### config.mk
export PLATFORM = sky130hd
export DESIGN_NAME = gihe_regs
export DESIGN_NICKNAME = d
export VERILOG_FILES = /design/src/hw/rtl/gihe_pkg.sv /design/src/hw/rtl/gihe_regs.sv
export SDC_FILE = /design/constraint.sdc
export NUM_CORES = 1
export LEC_CHECK = 0
export BUFFER_PORTS_ARGS = -buffer_cell sky130_fd_sc_hd__buf_2
export CORE_MARGIN = 3
export CORE_UTILIZATION = 50
export CTS_BUF_LIST = sky130_fd_sc_hd__clkbuf_2
export DETAILED_ROUTE_END_ITERATION = 12
export GPL_TIMING_DRIVEN = 0
export PLACE_DENSITY = 0.79
export SYNTH_ARGS = -nofsm -noshare
export SYNTH_HDL_FRONTEND = slang
export SYNTH_SLANG_ARGS = --single-unit
### constraint.sdc
create_clock -name clk -period 2.73 [get_ports clk]
set_input_delay 0 -clock clk [delete_from_list [all_inputs] [get_ports clk]]
set_output_delay 0 -clock clk [all_outputs]
set_load 0.02 [all_outputs]
### src/hw/rtl/gihe_pkg.sv
// Shared types, constants and tables of the GNSS/IMU heading estimator.
`timescale 1ns / 1ps
`default_nettype none
package gihe_pkg;

	typedef enum logic [4:0] {
		ST_IDLE, ST_PX, ST_PY, ST_PD, ST_SQ0, ST_SQ1, ST_SQ2, ST_SQRT,
		ST_DM, ST_DV0, ST_DIV, ST_SPD, ST_CI, ST_CORD, ST_HA, ST_HM, ST_HC,
		ST_IM0, ST_IM1, ST_IM2, ST_IM3, ST_IM4, ST_IM5, ST_IM6, ST_FIN
	} state_t;

	typedef enum logic [2:0] {
		REG_REF_LAT, REG_REF_LON, REG_LAT_SCALE, REG_LON_SCALE,
		REG_START_YAW, REG_SPEED_THRESHOLD, REG_RATE_DEADBAND
	} reg_idx_t;

	typedef struct packed {
		logic signed [30:0] ref_lat;
		logic signed [31:0] ref_lon;
		logic [23:0]        lat_scale;
		logic [23:0]        lon_scale;
		logic signed [15:0] start_yaw;
		logic [16:0]        speed_threshold;
		logic [13:0]        rate_deadband;
	} cfg_t;

	typedef struct packed {
		logic               load;
		logic signed [15:0] value;
	} yaw_load_t;

	localparam int unsigned ADDR_W = 5;
	localparam logic [23:0] LAT_SCALE_RST = 24'd728417;
	localparam logic [23:0] LON_SCALE_RST = 24'd729608;
	localparam logic [16:0] SPEED_THR_RST = 17'd800;
	localparam logic [13:0] DEADBAND_RST  = 14'd500;
	localparam logic signed [15:0] YAW_LIMIT = 16'sd18000;
	localparam logic signed [17:0] YAW_TURN  = 18'sd36000;
	localparam logic [19:0] SPEED_MAX = 20'd1000000;
	localparam logic [28:0] RATE_TURN_K = 29'd293589050;
	localparam logic [16:0] RATE_MAX = 17'd131071;

	function automatic logic [31:0] atan_turn(input logic [4:0] i);
		logic [31:0] r;
		unique case (i)
			5'd0:  r = 32'd536870912;
			5'd1:  r = 32'd316933406;
			5'd2:  r = 32'd167458907;
			5'd3:  r = 32'd85004756;
			5'd4:  r = 32'd42667331;
			5'd5:  r = 32'd21354465;
			5'd6:  r = 32'd10679838;
			5'd7:  r = 32'd5340245;
			5'd8:  r = 32'd2670163;
			5'd9:  r = 32'd1335087;
			5'd10: r = 32'd667544;
			5'd11: r = 32'd333772;
			5'd12: r = 32'd166886;
			5'd13: r = 32'd83443;
			5'd14: r = 32'd41722;
			5'd15: r = 32'd20861;
			5'd16: r = 32'd10430;
			5'd17: r = 32'd5215;
			5'd18: r = 32'd2608;
			5'd19: r = 32'd1304;
			5'd20: r = 32'd652;
			5'd21: r = 32'd326;
			5'd22: r = 32'd163;
			5'd23: r = 32'd81;
			5'd24: r = 32'd41;
			5'd25: r = 32'd20;
			5'd26: r = 32'd10;
			5'd27: r = 32'd5;
			5'd28: r = 32'd3;
			5'd29: r = 32'd1;
			5'd30: r = 32'd1;
			default: r = 32'd0;
		endcase
		return r;
	endfunction

endpackage
`default_nettype wire

### src/hw/rtl/gihe_regs.sv
// APB configuration register file of the heading estimator.
`timescale 1ns / 1ps
`default_nettype none
module gihe_regs (
	input  wire logic                         clk,
	input  wire logic                         arst_n,
	input  wire logic                         psel,
	input  wire logic                         penable,
	input  wire logic                         pwrite,
	input  wire logic [gihe_pkg::ADDR_W-1:0]  paddr,
	input  wire logic [31:0]                  pwdata,
	output logic [31:0]                       prdata,
	output logic                              pready,
	output gihe_pkg::cfg_t                    cfg,
	output gihe_pkg::yaw_load_t               yaw_load
);
	gihe_pkg::cfg_t     cfg_q;
	logic               we;
	logic signed [15:0] yaw_w;
	gihe_pkg::reg_idx_t idx;

	assign pready = 1'b1;
	assign we     = psel && penable && pwrite;
	assign idx    = gihe_pkg::reg_idx_t'(paddr[4:2]);
	assign cfg    = cfg_q;

	always_comb begin
		yaw_w = signed'(pwdata[15:0]);
		if (yaw_w > gihe_pkg::YAW_LIMIT) yaw_w = gihe_pkg::YAW_LIMIT;
		if (yaw_w < -gihe_pkg::YAW_LIMIT) yaw_w = -gihe_pkg::YAW_LIMIT;
		yaw_load.load  = we && (paddr[4:2] == 3'(gihe_pkg::REG_START_YAW));
		yaw_load.value = yaw_w;
	end

	always_ff @(posedge clk or negedge arst_n) begin
		if (!arst_n) begin
			cfg_q.ref_lat         <= '0;
			cfg_q.ref_lon         <= '0;
			cfg_q.lat_scale       <= gihe_pkg::LAT_SCALE_RST;
			cfg_q.lon_scale       <= gihe_pkg::LON_SCALE_RST;
			cfg_q.start_yaw       <= '0;
			cfg_q.speed_threshold <= gihe_pkg::SPEED_THR_RST;
			cfg_q.rate_deadband   <= gihe_pkg::DEADBAND_RST;
		end else if (we) begin
			unique case (idx)
				gihe_pkg::REG_REF_LAT:         cfg_q.ref_lat <= signed'(pwdata[30:0]);
				gihe_pkg::REG_REF_LON:         cfg_q.ref_lon <= signed'(pwdata);
				gihe_pkg::REG_LAT_SCALE:       cfg_q.lat_scale <= pwdata[23:0];
				gihe_pkg::REG_LON_SCALE:       cfg_q.lon_scale <= pwdata[23:0];
				gihe_pkg::REG_START_YAW:       cfg_q.start_yaw <= yaw_w;
				gihe_pkg::REG_SPEED_THRESHOLD: cfg_q.speed_threshold <= pwdata[16:0];
				gihe_pkg::REG_RATE_DEADBAND:   cfg_q.rate_deadband <= pwdata[13:0];
				default: ;
			endcase
		end
	end

	always_comb begin
		unique case (idx)
			gihe_pkg::REG_REF_LAT:         prdata = {1'b0, cfg_q.ref_lat};
			gihe_pkg::REG_REF_LON:         prdata = cfg_q.ref_lon;
			gihe_pkg::REG_LAT_SCALE:       prdata = {8'd0, cfg_q.lat_scale};
			gihe_pkg::REG_LON_SCALE:       prdata = {8'd0, cfg_q.lon_scale};
			gihe_pkg::REG_START_YAW:       prdata = {16'd0, cfg_q.start_yaw};
			gihe_pkg::REG_SPEED_THRESHOLD: prdata = {15'd0, cfg_q.speed_threshold};
			gihe_pkg::REG_RATE_DEADBAND:   prdata = {18'd0, cfg_q.rate_deadband};
			default:                       prdata = '0;
		endcase
	end
endmodule
`default_nettype wire
=== Word level (Yosys, flattened, before mapping) ===
Index checks and enable logic that the tools add are counted.

* Bits in registers: 158
* Bits in latches: 0
* RAM bits: 0
* Memory bits (read-only): 0
* Input port bits: 42
* Output and inout port bits: 208
* Word-level logic and storage cells: 29
* Memories: 0

* Add/subtract/negate cells: 0
* $mul: 0
* Divide/modulo/power cells: 0
* Magnitude comparators: 2
* Eq/ne operators: 6
* Shift-type cells: 0
* Muxes and demuxes: 3
* Bitwise logic cells: 0
* Reduce and logical (&&, ||, !) cells: 11

{| class="wikitable"
|+ Operator list
! kind !! number
|-
| $pmux W32 S7 || 1
|-
| $mux W16 || 2
|-
| $gt A16 B16 Y1 const B || 1
|-
| $lt A16 B16 Y1 const B || 1
|-
| $reduce_and A2 Y1 || 7
|-
| $eq A3 B3 Y1 const B || 3
|-
| $eq A3 B2 Y1 const B || 2
|-
| $eq A3 B1 Y1 const B || 1
|-
| $logic_and A1 B1 Y1 || 3
|-
| $logic_not A3 Y1 || 1
|}

=== Logic depth before layout (Yosys ltp) ===
* Depth after elaboration: 4
* Mapped depth: 10
* Depth with buffers taken out: 8

=== Least setup slack after synthesis ===
No wires, ideal clock.

* Path type: input to output
* Start: in pwdata[5]
* End: out yaw_load[0] (netlist name)
* Arrival time: 1827 ps
* Data required time: 2730 ps
* Path slack: 903 ps
* Stages: 8
* Path buffers: 2
* Cells stage by stage: buf_2 > a21o_1 > a311oi_1 > nor2_1 > o21ai_0 > ha_1 > clkbuf_1 > nor3b_1

{| class="wikitable"
|+ RTL lines
! item !! RTL line !! source
|-
| start: declaration || gihe_regs.sv:11 || <nowiki>input wire logic [31:0] pwdata,</nowiki>
|-
| end: declaration || gihe_regs.sv:15 || <nowiki>output gihe_pkg::yaw_load_t yaw_load</nowiki>
|}

==> impl_metrics.tcl <==
set metrics [dict create \
    leakage_nw 4.93 \
    viasPerCell 5.82 \
    synthXorXnorAreaFrac_pct 0 \
    grt_max_degree 120 \
    yosys-top-cells-area "dfrtp_1, mux2_2, dfstp_2, mux4_2, mux2i_1" \
    fin_skew_ns 0 \
    seq_area_frac_synth_pct 52.3 \
    fp.dieW_um 129 \
    drt_iter0_drc 539 \
    seqCellArea_um2 3990 \
    area_growth_pct 30.2 \
    crit_chain "dlygate4sd3_1, clkbuf_2, a21o_1, a311oi_1, nor2_1, o21ai_0, ha_1, clkbuf_1, nor3b_1, buf_2" \
    muxShareOfSynthArea_pct 28.6 \
    cts_buffers 17 \
    antenna_found_initial 1 \
    portBuffers 241 \
    synth-simple-area-share_pct 7.31 \
    final.period_utilization_pct 97.3 \
    whs_ns 0.0665 \
    fmax_ghz 0.376 \
    synth_edf_count 0 \
    fin_nets 952 \
    largest_register_ffs 158 \
    place_hpwl_um 17500 \
    dpl_cell_area_um2 9090 \
    worstPathMaxFanout 10 \
    power_density_nw_per_um2 713 \
    hp-class "input pin to register" \
    start_util_pct 51.8 \
    crit_path_end_kind "output port" \
    dr.pass1.iters 5 \
    synthesis.nets 637 \
    fp.coreArea_um2 14700 \
    fin_util_pct 67.5 \
    yosysWarnings 0 \
    critical_path_arrival_ns 2.66 \
    synth_top_family_by_area "multiplexers" \
    n_fill_cell 1166 \
    clock_sink_count 158 \
    multi_input_area_um2 3350 \
    status "complete, no violations" \
    cts_setup_buffers 0 \
    totalWireLength_um 25200 \
    antenna_left 0 \
    slowest_stage "dlygate4sd3_1" \
    gp_congestion 0.942 \
    netlist_instances 594 \
    async_reset_ff_share_pct 100 \
    path_delay_family "buffers and inverters" \
    grt-ovfl-total 0 \
    fin_area_um2 9920 \
    final_layout_size_suffix_gt1_share_pct 54.6 \
    rsz0062_at_grt "true" \
    cp.required_ns 2.73 \
    netlist.area_leader.share_pct 43.7 \
    tritoncts "yes" \
    ir_drop_mv 0.414 \
    dr_total_vias 6446 \
    critPathMaxStageDelay_ns 0.55 \
    grt_pass1_vias 6530 \
    io_pins 250 \
    routedWlPerCell_um 22.7 \
    final-hold-violation-count 0 \
    path_buf_inv 4 \
    drv_slew 0 \
    cts_root_buffer "clkbuf_2" \
    fp.dieArea_um2 16700 \
    ys_types 58 \
    fin_crit_ns 2.66 \
    max_cap_violations 0 \
    htreeDepth 4 \
    clock_latency_ns 0.72 \
    synth.avg_cell_area_um2 12.8 \
    tightest_slew_ns 0.873 \
    clk_path_buf_depth 2 \
    synth_top_flop_cell "dfrtp_1" \
    std_cell_rows 44 \
    finalSetupViolCount 0 \
    drc 0 \
    startpoint_type "input pin" \
    rrSetupSlack_ns 1.89 \
    final_common_cell "buf_2" \
    grt_pass1_wl_um 38000 \
    critical_path_class "input pin to output port" \
    yosysTopAreaCell "dfrtp_1" \
    synth-compound-area-share_pct 7.84 \
    layout_common_cells "buf_2, mux2_2, dfrtp_1" \
    timing.slew.headroom_pct 41.8 \
    clk_pin_slew_ns 0.21 \
    die_y_um 129 \
    syn_area_um2 7610 \
    synth_fa_ha_area_share_pct 0.164 \
    synth-seq-cells 158 \
    track_usage_pct 30.4 \
]
-- final timing paths --
| path | cells after the start | from | to |
|---|---|---|---|
| worst max-delay path | 10 | pwdata[6] | yaw_load[3] |
| worst min-delay path | 3 | pwdata[18] | cfg[145]$_DFFE_PN0P_ |
| worst max register to register | 1 | cfg[34]$_DFFE_PN0P_ | cfg[34]$_DFFE_PN0P_ |
| worst min register to register | 1 | cfg[152]$_DFFE_PN0P_ | cfg[152]$_DFFE_PN0P_ |
| max in group asynchronous | 4 | arst_n | cfg[28]$_DFFE_PN0P_ |
| min in group asynchronous | 4 | arst_n | cfg[12]$_DFFE_PN0P_ |
-- synthesized netlist by cell type (6+ instances only) --
library cell  instances
nor2b_1              12
nor2_1               33
dfstp_2              25
mux2_2              147
nand2_1              27
mux4_2               12
mux2i_1              22
buf_2                23
a21oi_1              12
dfrtp_1             133
a22oi_1              11
nor3_1               10
clkbuf_1             12
inv_1                 6
nand2b_1              7
o21ai_0              15
-- what timing repair did --
action,4_1_cts,5_1_grt
gates resized for setup,0,3
hold buffers,55,0
endpoints found under the setup margin,0,9
endpoints found under the hold margin,316,0
-- per-layer routing --
layer | vias to the layer above | part of all wire, % | GRT usage [%]
li1 | 2795 | - | -
met1 | 3240 | 42 | 41.6
met2 | 360 | 47 | 48.0
met3 | 51 | 8.6 | 7.54
met4 | 0 | 2.6 | 10.2
met5 | - | 0 | 0
-- logic make-up after synthesis --
logic type,count (synthesis)
compound gates,82
fa+ha+maj,1
buf+inv,55
flops,158
mux,184
other cells,1
simple gates,113
-- worst min-delay path, stage by stage --
cell and delay, ns:
dlygate4sd3_1 0.52, buf_2 0.12, mux2_2 0.14
-- stage by stage --
| stage | setup slack (ns) | cells | power [W] | TNS, ns |
|---|---|---|---|---|
| floorplan | 0.903 | 594 | 0.00466 | 0 |
| global placement | -0.729 | 1019 | 0.00554 | -95.26 |
| detailed placement | 0.450 | 1020 | 0.00560 | 0 |
| CTS | 0.0354 | 1107 | 0.00708 | 0 |
| global route | -0.0189 | 1107 | 0.00742 | -0.0436 |
| finish | 0.0725 | 1107 | 0.00708 | 0 |
-- area by class of cell --
cell class / count / share of cell area, %
sequential: 158 / 40.2
buffer: 46 / 2.50
timing repair buffer: 297 / 18.2
inverter: 8 / 0.303
clock buffer: 20 / 1.01
multi-input combinational: 381 / 33.8
clock inverter: 12 / 1.69
antenna: 1 / 0.0252
tap: 184 / 2.32
-- report_power, final --
group          switching, W  internal [W]
Combinational       0.00142      0.000988
Sequential         0.000373       0.00285
Clock              0.000841      0.000604
Total               0.00263       0.00444
Power figures use the tool's default switching activity.
